===== config.mk =====
export PLATFORM = sky130hd
export DESIGN_NAME = least_loaded_row_assignment_unit_flat
export DESIGN_NICKNAME = d
export VERILOG_FILES = /design/src/sv/lra_pkg.sv /design/src/sv/lra_if.sv /design/src/sv/lra_rows.sv /design/src/sv/lra_seq.sv /design/src/sv/least_loaded_row_assignment_unit.sv /design/src/flat_wrapper.sv
export SDC_FILE = /design/constraint.sdc
export NUM_CORES = 1
export LEC_CHECK = 0
export BUFFER_PORTS_ARGS = -buffer_cell sky130_fd_sc_hd__buf_2
export CORE_ASPECT_RATIO = 0.5
export CORE_UTILIZATION = 55
export CTS_CLUSTER_DIAMETER = 100
export CTS_CLUSTER_SIZE = 30
export DETAILED_ROUTE_END_ITERATION = 10
export PLACE_DENSITY = 0.71
export SETUP_SLACK_MARGIN = 0.4
export SYNTH_ARGS = -nofsm -noshare
export SYNTH_HDL_FRONTEND = slang
export SYNTH_SLANG_ARGS = --single-unit

===== constraint.sdc =====
create_clock -name clk -period 5.8 [get_ports clk]
set_input_delay 0.29 -clock clk [delete_from_list [all_inputs] [get_ports clk]]
set_output_delay 0.29 -clock clk [all_outputs]
set_load 0.02 [all_outputs]

===== src/sv/lra_pkg.sv =====
// Shared types, widths and constants for the least-loaded row assignment unit.
// No dependencies; every other file imports this package.
`timescale 1ns / 1ps

package lra_pkg;

  localparam int MAX_ROWS   = 32;
  localparam int ROW_W      = (MAX_ROWS > 1) ? $clog2(MAX_ROWS) : 1;
  localparam int CNT_W      = 6;
  localparam int GAP_W      = 10;
  localparam int WIDTH_W    = 12;
  localparam int TOTAL_W    = 16;
  localparam int SUM_W      = TOTAL_W + 2;
  localparam int IDX_W      = 5;
  localparam int NUM_W      = (CNT_W > $clog2(MAX_ROWS + 1)) ? CNT_W : $clog2(MAX_ROWS + 1);
  localparam int CFG_IDX_W  = 2;
  localparam int CFG_DATA_W = GAP_W;

  localparam logic [TOTAL_W-1:0] TOTAL_MAX = {TOTAL_W{1'b1}};

  localparam logic [CFG_IDX_W-1:0] REG_ROW_COUNT = CFG_IDX_W'(0);
  localparam logic [CFG_IDX_W-1:0] REG_GAP       = CFG_IDX_W'(1);

  typedef struct packed {
    logic [WIDTH_W-1:0] item_width;
    logic               first;
    logic               last;
  } item_t;

  typedef struct packed {
    logic [IDX_W-1:0]   row_index;
    logic               final_res;
    logic [TOTAL_W-1:0] max_total;
  } result_t;

  typedef struct packed {
    logic             rd_en;
    logic [ROW_W-1:0] rd_addr;
    logic             wr_en;
    logic [ROW_W-1:0] wr_addr;
    logic             clear;
  } rows_req_t;

  // Highest row index in use: zero count means one row, large counts clamp.
  function automatic logic [ROW_W-1:0] last_row_of(input logic [CNT_W-1:0] cnt);
    logic [NUM_W-1:0] c;
    c = NUM_W'(cnt);
    if (c == '0) return '0;
    if (c > NUM_W'(MAX_ROWS)) return ROW_W'(MAX_ROWS - 1);
    return ROW_W'(c - NUM_W'(1));
  endfunction

endpackage


===== src/sv/lra_if.sv =====
// Valid/ready channel interfaces for item input and result output.
// Depends on lra_pkg for field widths.
`timescale 1ns / 1ps

interface lra_in_if;
  import lra_pkg::*;
  logic               valid;
  logic               ready;
  logic [WIDTH_W-1:0] item_width;
  logic               first;
  logic               last;

  modport source(output valid, output item_width, output first, output last, input ready);
  modport sink(input valid, input item_width, input first, input last, output ready);
endinterface

interface lra_out_if;
  import lra_pkg::*;
  logic               valid;
  logic               ready;
  logic [IDX_W-1:0]   row_index;
  logic               final_res;
  logic [TOTAL_W-1:0] max_total;

  modport source(output valid, output row_index, output final_res, output max_total,
                 input ready);
  modport sink(input valid, input row_index, input final_res, input max_total,
               output ready);
endinterface


===== src/sv/lra_rows.sv =====
// Row total store: memory with one read and one write port, registered read, per-row valid bits and a base value.
// Rows not written since the last restart read as the base. Depends on lra_pkg.
`timescale 1ns / 1ps

module lra_rows (
  input  logic                    clk,
  input  logic                    rst_n,
  input  lra_pkg::rows_req_t      req,
  input  logic [lra_pkg::TOTAL_W-1:0] wr_data,
  input  logic [lra_pkg::GAP_W-1:0]   gap,
  output logic [lra_pkg::TOTAL_W-1:0] rd_data
);
  import lra_pkg::*;

  logic [TOTAL_W-1:0]  mem [MAX_ROWS];
  logic [MAX_ROWS-1:0] valid_r;
  logic [TOTAL_W-1:0]  base_r;
  logic [TOTAL_W-1:0]  mq_r;
  logic                vq_r;

  always_ff @(posedge clk) begin
    if (!rst_n) begin
      valid_r <= '0;
      base_r  <= '0;
    end else begin
      if (req.clear) begin
        valid_r <= '0;
        base_r  <= TOTAL_W'(gap);
      end
      if (req.wr_en) begin
        valid_r[req.wr_addr] <= 1'b1;
      end
    end
  end

  always_ff @(posedge clk) begin
    if (req.wr_en) begin
      mem[req.wr_addr] <= wr_data;
    end
    if (req.rd_en) begin
      mq_r <= mem[req.rd_addr];
      vq_r <= valid_r[req.rd_addr];
    end
  end

  assign rd_data = vq_r ? mq_r : base_r;

endmodule


===== src/sv/lra_seq.sv =====
// Sequencer and shared compare/add unit: scans the rows in use for the minimum
// and maximum totals, then updates the chosen row. Depends on lra_pkg.
`timescale 1ns / 1ps

module lra_seq (
  input  logic                        clk,
  input  logic                        rst_n,
  input  logic                        in_valid,
  output logic                        in_ready,
  input  lra_pkg::item_t              item,
  input  logic [lra_pkg::CNT_W-1:0]   row_count,
  input  logic [lra_pkg::GAP_W-1:0]   gap,
  output lra_pkg::rows_req_t          req,
  output logic [lra_pkg::TOTAL_W-1:0] wr_data,
  input  logic [lra_pkg::TOTAL_W-1:0] rd_data,
  output logic                        res_valid,
  output lra_pkg::result_t            res,
  input  logic                        res_free
);
  import lra_pkg::*;

  typedef enum logic [2:0] {S_IDLE, S_SCAN, S_LAST, S_UPD, S_DONE} state_t;

  state_t             state_r;
  item_t              item_r;
  logic [ROW_W-1:0]   last_row_r;
  logic [ROW_W-1:0]   rd_idx_r;
  logic               pend_r;
  logic [ROW_W-1:0]   pend_idx_r;
  logic [ROW_W-1:0]   best_idx_r;
  logic [TOTAL_W-1:0] best_val_r;
  logic [TOTAL_W-1:0] max_val_r;
  result_t            res_r;

  logic               accept;
  logic               cmp_first;
  logic               cmp_lt;
  logic               cmp_gt;
  logic [SUM_W-1:0]   sum;
  logic [TOTAL_W-1:0] sat_sum;
  logic [TOTAL_W-1:0] top;

  assign accept    = in_valid && (state_r == S_IDLE);
  assign in_ready  = (state_r == S_IDLE);
  assign res_valid = (state_r == S_DONE);
  assign res       = res_r;

  // shared compare unit
  assign cmp_first = (pend_idx_r == '0);
  assign cmp_lt    = rd_data < best_val_r;
  assign cmp_gt    = rd_data > max_val_r;

  // shared add/saturate unit
  assign sum     = SUM_W'(best_val_r) + SUM_W'(item_r.item_width) + SUM_W'(gap);
  assign sat_sum = (sum > SUM_W'(TOTAL_MAX)) ? TOTAL_MAX : sum[TOTAL_W-1:0];
  assign top     = (sat_sum > max_val_r) ? sat_sum : max_val_r;
  assign wr_data = sat_sum;

  always_comb begin
    req.rd_en   = (state_r == S_SCAN);
    req.rd_addr = rd_idx_r;
    req.wr_en   = (state_r == S_UPD);
    req.wr_addr = best_idx_r;
    req.clear   = accept && item.first;
  end

  always_ff @(posedge clk) begin
    if (!rst_n) begin
      state_r <= S_IDLE;
      pend_r  <= 1'b0;
    end else begin
      unique case (state_r) inside
        S_IDLE: begin
          if (accept) begin
            item_r     <= item;
            last_row_r <= last_row_of(row_count);
            rd_idx_r   <= '0;
            pend_r     <= 1'b0;
            state_r    <= S_SCAN;
          end
        end
        S_SCAN, S_LAST: begin
          if (pend_r) begin
            if (cmp_first || cmp_lt) begin
              best_idx_r <= pend_idx_r;
              best_val_r <= rd_data;
            end
            if (cmp_first || cmp_gt) begin
              max_val_r <= rd_data;
            end
          end
          pend_idx_r <= rd_idx_r;
          if (state_r == S_SCAN) begin
            pend_r <= 1'b1;
            if (rd_idx_r == last_row_r) begin
              state_r <= S_LAST;
            end else begin
              rd_idx_r <= rd_idx_r + ROW_W'(1);
            end
          end else begin
            pend_r  <= 1'b0;
            state_r <= S_UPD;
          end
        end
        S_UPD: begin
          res_r.row_index <= IDX_W'(best_idx_r);
          res_r.final_res <= item_r.last;
          res_r.max_total <= item_r.last ? top : '0;
          state_r         <= S_DONE;
        end
        S_DONE: begin
          if (res_free) begin
            state_r <= S_IDLE;
          end
        end
        default: state_r <= S_IDLE;
      endcase
    end
  end

endmodule


===== src/sv/least_loaded_row_assignment_unit.sv =====
// Top level of the least-loaded row assignment unit: config registers, output register.
// Depends on lra_pkg, lra_if, lra_rows and lra_seq.
//
// Usage:
//   in_ch  (sink): one item per handshake: item_width, first, last.
//   out_ch (source): one result per item: row_index, final_res, max_total.
//   cfg_we/cfg_idx/cfg_data: register 0 is row_count, register 1 is gap;
//   other indexes are ignored. Write only while the block is idle.
// Flow: the row totals of the rows in use are read once each through the single
//   memory read port, then the chosen row is updated. The finished result is
//   loaded into the output register once that register is free, and is presented
//   on out_ch from that register.
// An item with first set restarts every row total at gap as the item is accepted.
// Reset: row totals read as zero, row_count = 1, gap = 0, no result pending.
// Stall: the result sits in the output register; the next item is accepted and
//   processed meanwhile, and only its result waits for the register to drain.
`timescale 1ns / 1ps

module least_loaded_row_assignment_unit (
  input  logic                          clk,
  input  logic                          rst_n,
  lra_in_if.sink                        in_ch,
  lra_out_if.source                     out_ch,
  input  logic                          cfg_we,
  input  logic [lra_pkg::CFG_IDX_W-1:0]  cfg_idx,
  input  logic [lra_pkg::CFG_DATA_W-1:0] cfg_data
);
  import lra_pkg::*;

  logic [CNT_W-1:0]   row_count_r;
  logic [GAP_W-1:0]   gap_r;
  item_t              item;
  rows_req_t          req;
  logic [TOTAL_W-1:0] wr_data;
  logic [TOTAL_W-1:0] rd_data;
  logic               res_valid;
  result_t            res;
  logic               res_free;
  logic               out_valid_r;
  result_t            out_r;

  always_ff @(posedge clk) begin
    if (!rst_n) begin
      row_count_r <= CNT_W'(1);
      gap_r       <= '0;
    end else if (cfg_we) begin
      unique case (cfg_idx)
        REG_ROW_COUNT: row_count_r <= cfg_data[CNT_W-1:0];
        REG_GAP:       gap_r       <= cfg_data[GAP_W-1:0];
        default: ;
      endcase
    end
  end

  assign item.item_width = in_ch.item_width;
  assign item.first      = in_ch.first;
  assign item.last       = in_ch.last;

  lra_seq u_seq (
    .clk       (clk),
    .rst_n     (rst_n),
    .in_valid  (in_ch.valid),
    .in_ready  (in_ch.ready),
    .item      (item),
    .row_count (row_count_r),
    .gap       (gap_r),
    .req       (req),
    .wr_data   (wr_data),
    .rd_data   (rd_data),
    .res_valid (res_valid),
    .res       (res),
    .res_free  (res_free)
  );

  lra_rows u_rows (
    .clk     (clk),
    .rst_n   (rst_n),
    .req     (req),
    .wr_data (wr_data),
    .gap     (gap_r),
    .rd_data (rd_data)
  );

  assign res_free = !out_valid_r || out_ch.ready;

  always_ff @(posedge clk) begin
    if (!rst_n) begin
      out_valid_r <= 1'b0;
    end else if (res_valid && res_free) begin
      out_valid_r <= 1'b1;
      out_r       <= res;
    end else if (out_ch.ready) begin
      out_valid_r <= 1'b0;
    end
  end

  assign out_ch.valid     = out_valid_r;
  assign out_ch.row_index = out_r.row_index;
  assign out_ch.final_res = out_r.final_res;
  assign out_ch.max_total = out_r.max_total;

  a_max_only_on_final: assert property (@(posedge clk) disable iff (!rst_n)
    out_ch.valid && !out_ch.final_res |-> out_ch.max_total == '0)
    else $error("max_total nonzero on a non-final result");

  a_busy_after_accept: assert property (@(posedge clk) disable iff (!rst_n)
    in_ch.valid && in_ch.ready |=> !in_ch.ready)
    else $error("input ready right after an accepted item");

  a_result_loaded: assert property (@(posedge clk) disable iff (!rst_n)
    res_valid && res_free |=> out_ch.valid)
    else $error("finished result not presented on output");

  a_no_write_on_clear: assert property (@(posedge clk) disable iff (!rst_n)
    !(req.wr_en && (req.clear || req.rd_en)))
    else $error("row write overlaps a restart or a read");

endmodule

===== src/flat_wrapper.sv =====
// flat-port wrapper written by rule: the top's interface ports become plain ports
module least_loaded_row_assignment_unit_flat import lra_pkg::*;
  (clk, rst_n, cfg_we, cfg_idx, cfg_data, in_ch_valid, in_ch_item_width, in_ch_first, in_ch_last, in_ch_ready, out_ch_valid, out_ch_row_index, out_ch_final_res, out_ch_max_total, out_ch_ready);
  lra_in_if in_ch_i ();
  lra_out_if out_ch_i ();
  input  logic clk;
  input  logic rst_n;
  input  logic cfg_we;
  input  logic [lra_pkg::CFG_IDX_W-1:0] cfg_idx;
  input  logic [lra_pkg::CFG_DATA_W-1:0] cfg_data;
  input wire logic [$bits(in_ch_i.valid)-1:0] in_ch_valid;
  input wire logic [$bits(in_ch_i.item_width)-1:0] in_ch_item_width;
  input wire logic [$bits(in_ch_i.first)-1:0] in_ch_first;
  input wire logic [$bits(in_ch_i.last)-1:0] in_ch_last;
  output wire logic [$bits(in_ch_i.ready)-1:0] in_ch_ready;
  output wire logic [$bits(out_ch_i.valid)-1:0] out_ch_valid;
  output wire logic [$bits(out_ch_i.row_index)-1:0] out_ch_row_index;
  output wire logic [$bits(out_ch_i.final_res)-1:0] out_ch_final_res;
  output wire logic [$bits(out_ch_i.max_total)-1:0] out_ch_max_total;
  input wire logic [$bits(out_ch_i.ready)-1:0] out_ch_ready;
  assign in_ch_i.valid = in_ch_valid;
  assign in_ch_i.item_width = in_ch_item_width;
  assign in_ch_i.first = in_ch_first;
  assign in_ch_i.last = in_ch_last;
  assign in_ch_ready = in_ch_i.ready;
  assign out_ch_valid = out_ch_i.valid;
  assign out_ch_row_index = out_ch_i.row_index;
  assign out_ch_final_res = out_ch_i.final_res;
  assign out_ch_max_total = out_ch_i.max_total;
  assign out_ch_i.ready = out_ch_ready;
  least_loaded_row_assignment_unit u_core (.clk(clk), .rst_n(rst_n), .in_ch(in_ch_i), .out_ch(out_ch_i), .cfg_we(cfg_we), .cfg_idx(cfg_idx), .cfg_data(cfg_data));
endmodule

==> impl_results.md, run 1 <==
- H-tree depth: 1
- Final setup margin: 0.617 ns
- Drt first pass iters: 6
- Worst Path Arrival: 5.60 ns
- Syn. warnings: 0
- Starting Density: 56.3%
- Chip width: 324 um
- Clock Tree Buf Depth: 3
- Final HPWL DP: 38.5 mm
- Worst Path Required: 6.22 ns
- CP delay by family, top: compound AO/OA/AOI/OAI gates
- Num ports: 55
- R2R Path Start: u_core.u_seq.item_r[11]
- Clock Latency Late Sink: 0.62 ns
- Crit-path slowest cell: a211oi_1
- Pleak: 10.1 nW
- Root buffer cell: clkbuf_16
- DR WL/cell: 26.4 um
- CP Capture Type: register
- Clock sink total: 701
- Port Buffer Count: 54
- Synth Register Bits: 701
- Start point of the worst hold path: out_ch_ready
- DRT antenna net count: 0
- Setup TNS: 0 ns
- Power per cell area: 317 nW/um^2
- Crit Path Category: register to register
- Hold path depth: 3
- DR iter-0 viols: 1517
- Final net count: 1720
- DRC: 0
- Worst min path class: primary input to register
- Drt via density: 6.19
- TritonCTS clock tree: done
- Clock slew at reported path FFs: 0.12 ns
- Worst-margin pin slew: 1.15 ns
- DP Worst Slack: 0.344 ns
- Post-route minimum period: 5.18 ns
- R2R depth: 14
- DIE AREA: 53000 um^2
- EDFF count, synth: 638
- Final hold violations: 0
- Remaining Overflow, GRT: 0
- CP dominant cell by count: nor2_1
- RR Endpoint: u_core.u_seq.res[8]
- Final Routed Wirelength: 61.5 mm
- VDD IR max: 0.252 mV
- Syn Area/Cell: 18.8 um^2
- Slew Limit Headroom: 22.9%
- Max Cap Viol: 0
- Final RePlAce weighted congestion: 0.897
- R2R setup slack: 0.62 ns
- Final slew viol count: 0
- Status: complete, no violations
- Mapped Nets: 1626
- Buf+Inv Stages, Crit Path: 1
- Slowest stage delay, CP: 0.92 ns
- Worst Hold End: u_core.out_ch.valid
- Setup Skew: 0.0188 ns
- Startpoint types: register
- Core area: 50800 um^2
- Routed vias: 14400
- Distinct cells, synth: 54
- Sequential share of the synthesized area: 71.4%
- Die Y: 163 um
- GRT Total Usage: 23.4%
- Post-Syn Instances: 1521
- Asr flop ratio synth: 0%
- Core Rows: 58
- Largest net degree at the start of global routing: 141
- Vias in the first global route: 14500
- RSZ-0062 raised after global routing: false
- First-pass GRT wire length: 90.9 mm
- Area growth syn-to-layout: 8.32%
- Antenna violations before repair: 2
- Share of layout cells above drive strength 1: 22.4%
- Top_reg_cell synth: edfxtp_1
- Critical-path maximum fanout: 32
- Final setup fails: 0
- CP Cell Sequence: fa_1 -> ha_1 -> nand2_1 -> nor2_1 -> o211ai_1 -> a211oi_1 -> nor2_1 -> ha_1 -> o221a_2 -> o31a_1 -> o21ai_2 -> buf_4 -> nor2_1 -> a311oi_1
- Fmax: 193 MHz
- Post-Syn Area: 28600 um^2
- Num CTS Buffers: 27
- Final critical-path share of the clock period: 89.4%
-- layout by cell type (no fill, tap or decap), types with 15 or more instances in the layout --
cell type / count
edfxtp_1: 638
mux4_2: 170
ha_1: 63
dfxtp_1: 63
a21oi_1: 56
buf_2: 54
nor2b_1: 52
inv_1: 51
nor2_1: 50
buf_4: 50
nand2_1: 46
clkbuf_16: 27
mux2_2: 26
dlygate4sd3_1: 23
clkbuf_1: 21
o21ai_0: 19
nor2_2: 18
nand3_1: 17
mux2i_1: 15
-- tightest hold or removal path, cell delays in order --
cell and delay (ns):
buf_2 0.08, nor2b_1 0.08, o21a_1 0.18
-- state kept, by name (all words and copies together), names as in the netlist, 6 cells and up --
register                 flops
u_core.u_rows.mq_r          16
u_core.out_ch.max_total     16
u_core.u_seq.item_r         13
u_core.u_rows.valid_r       32
u_core.row_count_r           6
u_core.u_rows.base_r        10
u_core.gap_r                10
u_core.u_seq.max_val_r      16
u_core.u_seq.best_val_r     16
u_core.u_rows.mem          512
u_core.u_seq.res            22
-- how the worst max path moves through the flow --
stage	startpoint	endpoint	cells past startpoint
final	u_core.u_seq.item_r[11]	u_core.u_seq.res[8]	14
after global routing	u_core.u_seq.item_r[3]	u_core.u_seq.res[8]	20
after CTS	u_core.u_seq.best_val_r[7]	u_core.u_seq.res[8]	15
after detailed placement	u_core.u_seq.best_val_r[7]	u_core.u_seq.res[8]	17
after global placement	u_core.u_seq.item_r[9]	u_core.u_seq.res[12]	17
after floorplan	u_core.u_seq.item_r[9]	u_core.u_seq.res[10]	17
-- metal layers --
layer	track usage [%]	wire length (um)
met1	33.8	26500
met2	37.0	28600
met3	4.72	4940
met4	6.15	1510
met5	0	0
-- synth_stat cells, types with 3 or more instances --
cell        n  area, um^2
a21oi_1    57         285
or3_1       7        43.8
nor2_1     70         263
mux2_2     26         293
and3b_1     4        35.0
a311oi_1    8        70.1
buf_1       7        26.3
ha_1       63         788
a211oi_1    7        52.6
dfxtp_1    63        1260
nand2b_1    7        43.8
and2_1     11        68.8
o211ai_1    4        30.0
a21o_1     11        82.6
mux4_2    170        3830
mux2i_1    15         150
xor2_1      9        78.8
nand2_1    46         173
nor2b_1    52         325
o21a_1      4        30.0
nand3b_1    6        45.0
buf_6       3        33.8
nand4_1     8        50.1
a31oi_1     7        43.8
buf_2       4        20.0
o31a_1      3        26.3
and3_1      4        25.0
buf_4      10        75.1
xnor2_1    13         114
o21ai_0    20         100
clkbuf_1   42         158
edfxtp_1  638       19200
nor3_1      5        25.0
nand3_1    17        85.1
fa_1       11         220
a21boi_0   13        97.6
inv_1      53         199
-- where the power goes --
| part | leakage, nW | switching (mW) | internal, mW |
|---|---|---|---|
| clock | 0.377 | 1.45 | 0.914 |
| sequential | 6.26 | 0.0488 | 5.83 |
| combinational | 3.49 | 0.961 | 0.614 |
-- through the flow --
stage          utilization (%)  total power [mW]  instances  hold WS, ns  instance area (um^2)
6_report                  61.0              9.82       2327       0.0584                 31000
5_1_grt                   61.0              10.1       2326       0.0555                 31000
4_1_cts                   60.9              9.85       2326       0.0372                 30900
3_5_place_dp              58.8              7.52       2249        0.405                 29900
3_3_place_gp              58.8              7.46       2249        0.404                 29900
2_1_floorplan                -              7.00       1521        0.389                 28600
-- final cells by class --
class | count | area (um^2)
sequential | 701 | 20400
clock inverter | 2 | 40.0
antenna | 1 | 2.50
multi-input combinational | 701 | 7760
fill | 3595 | 19800
tap | 690 | 863
clock buffer | 48 | 754
timing repair buffer | 129 | 916
timing repair inverter | 2 | 10.0
inverter | 53 | 206
-- logic make-up after synthesis --
group / Yosys count / share of synthesized area (%)
adder cells (fa/ha/maj): 76 / 3.60
buffers and inverters: 119 / 1.79
multiplexers: 211 / 14.9
AND/OR/NAND/NOR: 243 / 4.31
flip-flops: 701 / 71.4
XOR/XNOR: 22 / 0.674
AO/OA/AOI/OAI: 149 / 3.29
-- what timing repair did --
action / CTS / global route
hold buffers: 23 / 0
endpoints found under the hold margin: 27 / 0
gates resized for setup: 5 / 8
cloned: 2 / 0
buffers inserted: 2 / 0
endpoints found under the setup margin: 10 / 16
Note: power is estimated with default switching activity, not from simulation.
==> inputs of run 2 (changes only) <==
--- a/config.mk
+++ b/config.mk
@@ -7,11 +7,11 @@
 export LEC_CHECK = 0
 export BUFFER_PORTS_ARGS = -buffer_cell sky130_fd_sc_hd__buf_2
 export CORE_ASPECT_RATIO = 0.5
-export CORE_UTILIZATION = 55
+export CORE_UTILIZATION = 62
 export CTS_CLUSTER_DIAMETER = 100
 export CTS_CLUSTER_SIZE = 30
 export DETAILED_ROUTE_END_ITERATION = 10
-export PLACE_DENSITY = 0.71
+export PLACE_DENSITY = 0.79
 export SETUP_SLACK_MARGIN = 0.4
 export SYNTH_ARGS = -nofsm -noshare
 export SYNTH_HDL_FRONTEND = slang
==> run 2 against run 1 <==
  * Register-to-register slack gained 0.08 ns
  * Critical endpoint is now u_core.u_seq.res[2]
  * Sequential power is essentially flat
  * Power grew 0.31%
  * Die area shrank 11%
  * First-iteration DRC count grew 23%
  * Clock-buffer cell count is the same
  * Via count grew 4.3%
==> impl_results.md, run 2 (synthesis gave the netlist of run 1 again) <==
- Status: complete, no violations
- Setup TNS: 0 ns (unchanged)
- Critical path depth: 20 (+6)
- RR Endpoint: u_core.u_seq.res[2]
- Register area: 20400 um^2 (unchanged)
- Final Routed Wirelength: 66.0 mm (+7.3%)
- Biggest register: u_core.u_rows.mem
- Clock sink total: 701 (unchanged)
- Drt via density: 6.70 (+8.4%)
- CP delay by family, top: adder cells
- Core Rows: 55 (-5.2%)
- R2R depth: 20 (+6)
- DR iter-0 viols: 1868 (+23%)
- Worst Path Arrival: 5.52 ns (-0.08 ns)
- Filler cell count: 2716 (-24%)
- Final critical-path share of the clock period: 88.0% (-1.4 points)
- Critical-path maximum fanout: 33 (+3.1%)
- Area growth syn-to-layout: 7.87%
- Vias in the first global route: 15000 (+3.6%)
- DR WL/cell: 29.5 um (+11%)
- Num CTS Buffers: 27 (unchanged)
- Die Y: 154 um (-5.7%)
- Setup Skew: 0.0234 ns (+0.00469 ns)
- Post-route minimum period: 5.10 ns (-0.0788 ns)
- Hold path depth: 3 (unchanged)
- Power per cell area: 319 nW/um^2 (+0.73%)
- Final RePlAce weighted congestion: 0.918 (+2.3%)
- Largest net degree at the start of global routing: 141 (unchanged)
- R2R setup slack: 0.70 ns (+0.08 ns)
- Fmax: 196 MHz (+1.5%)
- Worst Hold End: u_core.gap_r[8]
- Clock slew at reported path FFs: 0.12 ns (about the same)
- Routed vias: 15000 (+4.3%)
- RSZ-0062 raised after global routing: false
- Num ports: 55 (unchanged)
- Root buffer cell: clkbuf_16
- Starting Density: 63.1% (+6.8 points)
- VDD IR max: 0.302 mV (+20%)
- R2R Path Start: u_core.u_seq.best_val_r[1]
- Worst min path class: primary input to register
- Clock Latency Late Sink: 0.61 ns (about the same)
- DRT antenna net count: 0 (unchanged)
- Crit-path slowest cell: fa_1
- Slowest stage delay, CP: 0.50 ns (-0.42 ns)
- H-tree depth: 1 (unchanged)
- First-pass GRT wire length: 96.1 mm (+5.7%)
- DRC: 0 (unchanged)
- Max FFs per register: 512 (unchanged)
- Core area: 45300 um^2 (-11%)
- Final setup margin: 0.696 ns (+0.0788 ns)
- Final setup fails: 0 (unchanged)
- TritonCTS clock tree: done
- CP Capture Type: register
- Drt first pass iters: 5 (-1)
- Most used cells in the layout excluding fill and tap cells: edfxtp_1, mux4_2, nor2_1
- Remaining Overflow, GRT: 0 (unchanged)
- Final net count: 1727 (+0.41%)
- DP Worst Slack: 0.706 ns (+0.362 ns)
- Final slew viol count: 0 (unchanged)
- Slew Limit Headroom: 25.3% (+2.4 points)
- Final hold violations: 0 (unchanged)
- Start point of the worst hold path: cfg_data[8]
- DIE AREA: 47000 um^2 (-11%)
- Buf+Inv Stages, Crit Path: 4 (+3)
- Max Cap Viol: 0 (unchanged)
- Diode count: 0 (-1)
- Clock Tree Buf Depth: 3 (unchanged)
- CP Cell Sequence: inv_1 -> fa_1 -> inv_1 -> ha_1 -> fa_1 -> a21oi_1 -> o211ai_1 -> a21o_1 -> a21oi_1 -> xor2_1 -> nand2_1 -> buf_4 -> ha_1 -> nand3_1 -> or3_1 -> nand2b_1 -> o21ai_2 -> buf_4 -> nor2_1 -> a211oi_1
- Chip width: 306 um (-5.8%)
- GRT Total Usage: 28.3% (+4.9 points)
- Port Buffer Count: 54 (unchanged)
- Final HPWL DP: 40.6 mm (+5.4%)
- Crit Path Category: register to register
- Antenna violations before repair: 5 (+3)
- Worst Path Required: 6.22 ns (about the same)
- Startpoint types: register
- Share of layout cells above drive strength 1: 21.6% (-0.76 points)
- Pleak: 10.2 nW (+0.31%)
- Multi-input logic area: 7700 um^2 (-0.81%)
- Leading cell type in the layout, fill and taps excluded: edfxtp_1
- Worst-margin pin slew: 1.12 ns (-0.0367 ns)
-- run 2: final cells by class --
cell class              count  share of cell area, %
flip-flops and latches    701                   66.2
multi-input cells         701                   25.0
repair buffers            136                   3.17
clock buffers              48                   2.45
well taps                 598                   2.43
inverters                  53                  0.669
clock inverters             2                 0.0933
repair inverters            2                 0.0324
-- run 2: per-stage QoR --
| stage | instances | util (%) | area [um^2] | hold slack, ns | power, mW |
|---|---|---|---|---|---|
| 2_1_floorplan | 1521 | - | 28600 | 0.389 | 7.00 |
| 3_3_place_gp | 2165 | 65.7 | 29800 | 0.402 | 7.47 |
| 4_1_cts | 2237 | 67.9 | 30800 | 0.00126 | 9.84 |
| 5_1_grt | 2241 | 68.0 | 30800 | 0.00778 | 10.1 |
| 3_5_place_dp | 2165 | 65.7 | 29800 | 0.405 | 7.54 |
| 6_report | 2241 | 68.0 | 30800 | 0.0223 | 9.85 |
-- run 2: worst max-delay path by stage --
stage / to / start / slack, ns
after floorplan: u_core.u_seq.res[10] / u_core.u_seq.item_r[9] / 0.83
after global placement: u_core.u_seq.res[14] / u_core.u_seq.item_r[9] / 0.85
after detailed placement: u_core.u_seq.res[2] / u_core.u_seq.best_val_r[7] / 0.71
after CTS: u_core.u_seq.res[2] / u_core.u_seq.best_val_r[7] / 0.67
after global routing: u_core.u_seq.res[1] / u_core.u_seq.best_val_r[7] / 0.40
final: u_core.u_seq.res[2] / u_core.u_seq.best_val_r[1] / 0.70
-- run 2: tightest hold or removal path: stages --
cell and delay [ns]:
buf_2 0.12, mux2i_1 0.08, nor2b_1 0.11
-- run 2: per-layer routing --
| layer | part of all wire [%] | vias to the layer above | track usage [%] | routed length [um] |
|---|---|---|---|---|
| met5 | 0 | - | 0 | 0 |
| met4 | 3.1 | 0 | 7.68 | 2060 |
| met3 | 9.8 | 110 | 4.73 | 6450 |
| met2 | 48 | 904 | 46.0 | 31800 |
| met1 | 39 | 7779 | 40.6 | 25700 |
| li1 | - | 6228 | - | - |
-- run 2: power breakdown --
part | switching [mW] | total [mW] | internal (mW)
logic | 0.983 | 1.60 | 0.613
clock network | 1.46 | 2.37 | 0.909
registers | 0.0544 | 5.88 | 5.83
-- run 2: repair_timing --
item,4_1_cts,5_1_grt
setup buffers,0,2
resized for setup,0,7
hold endpoints to repair,27,0
setup endpoints to repair,0,12
hold buffers,22,0
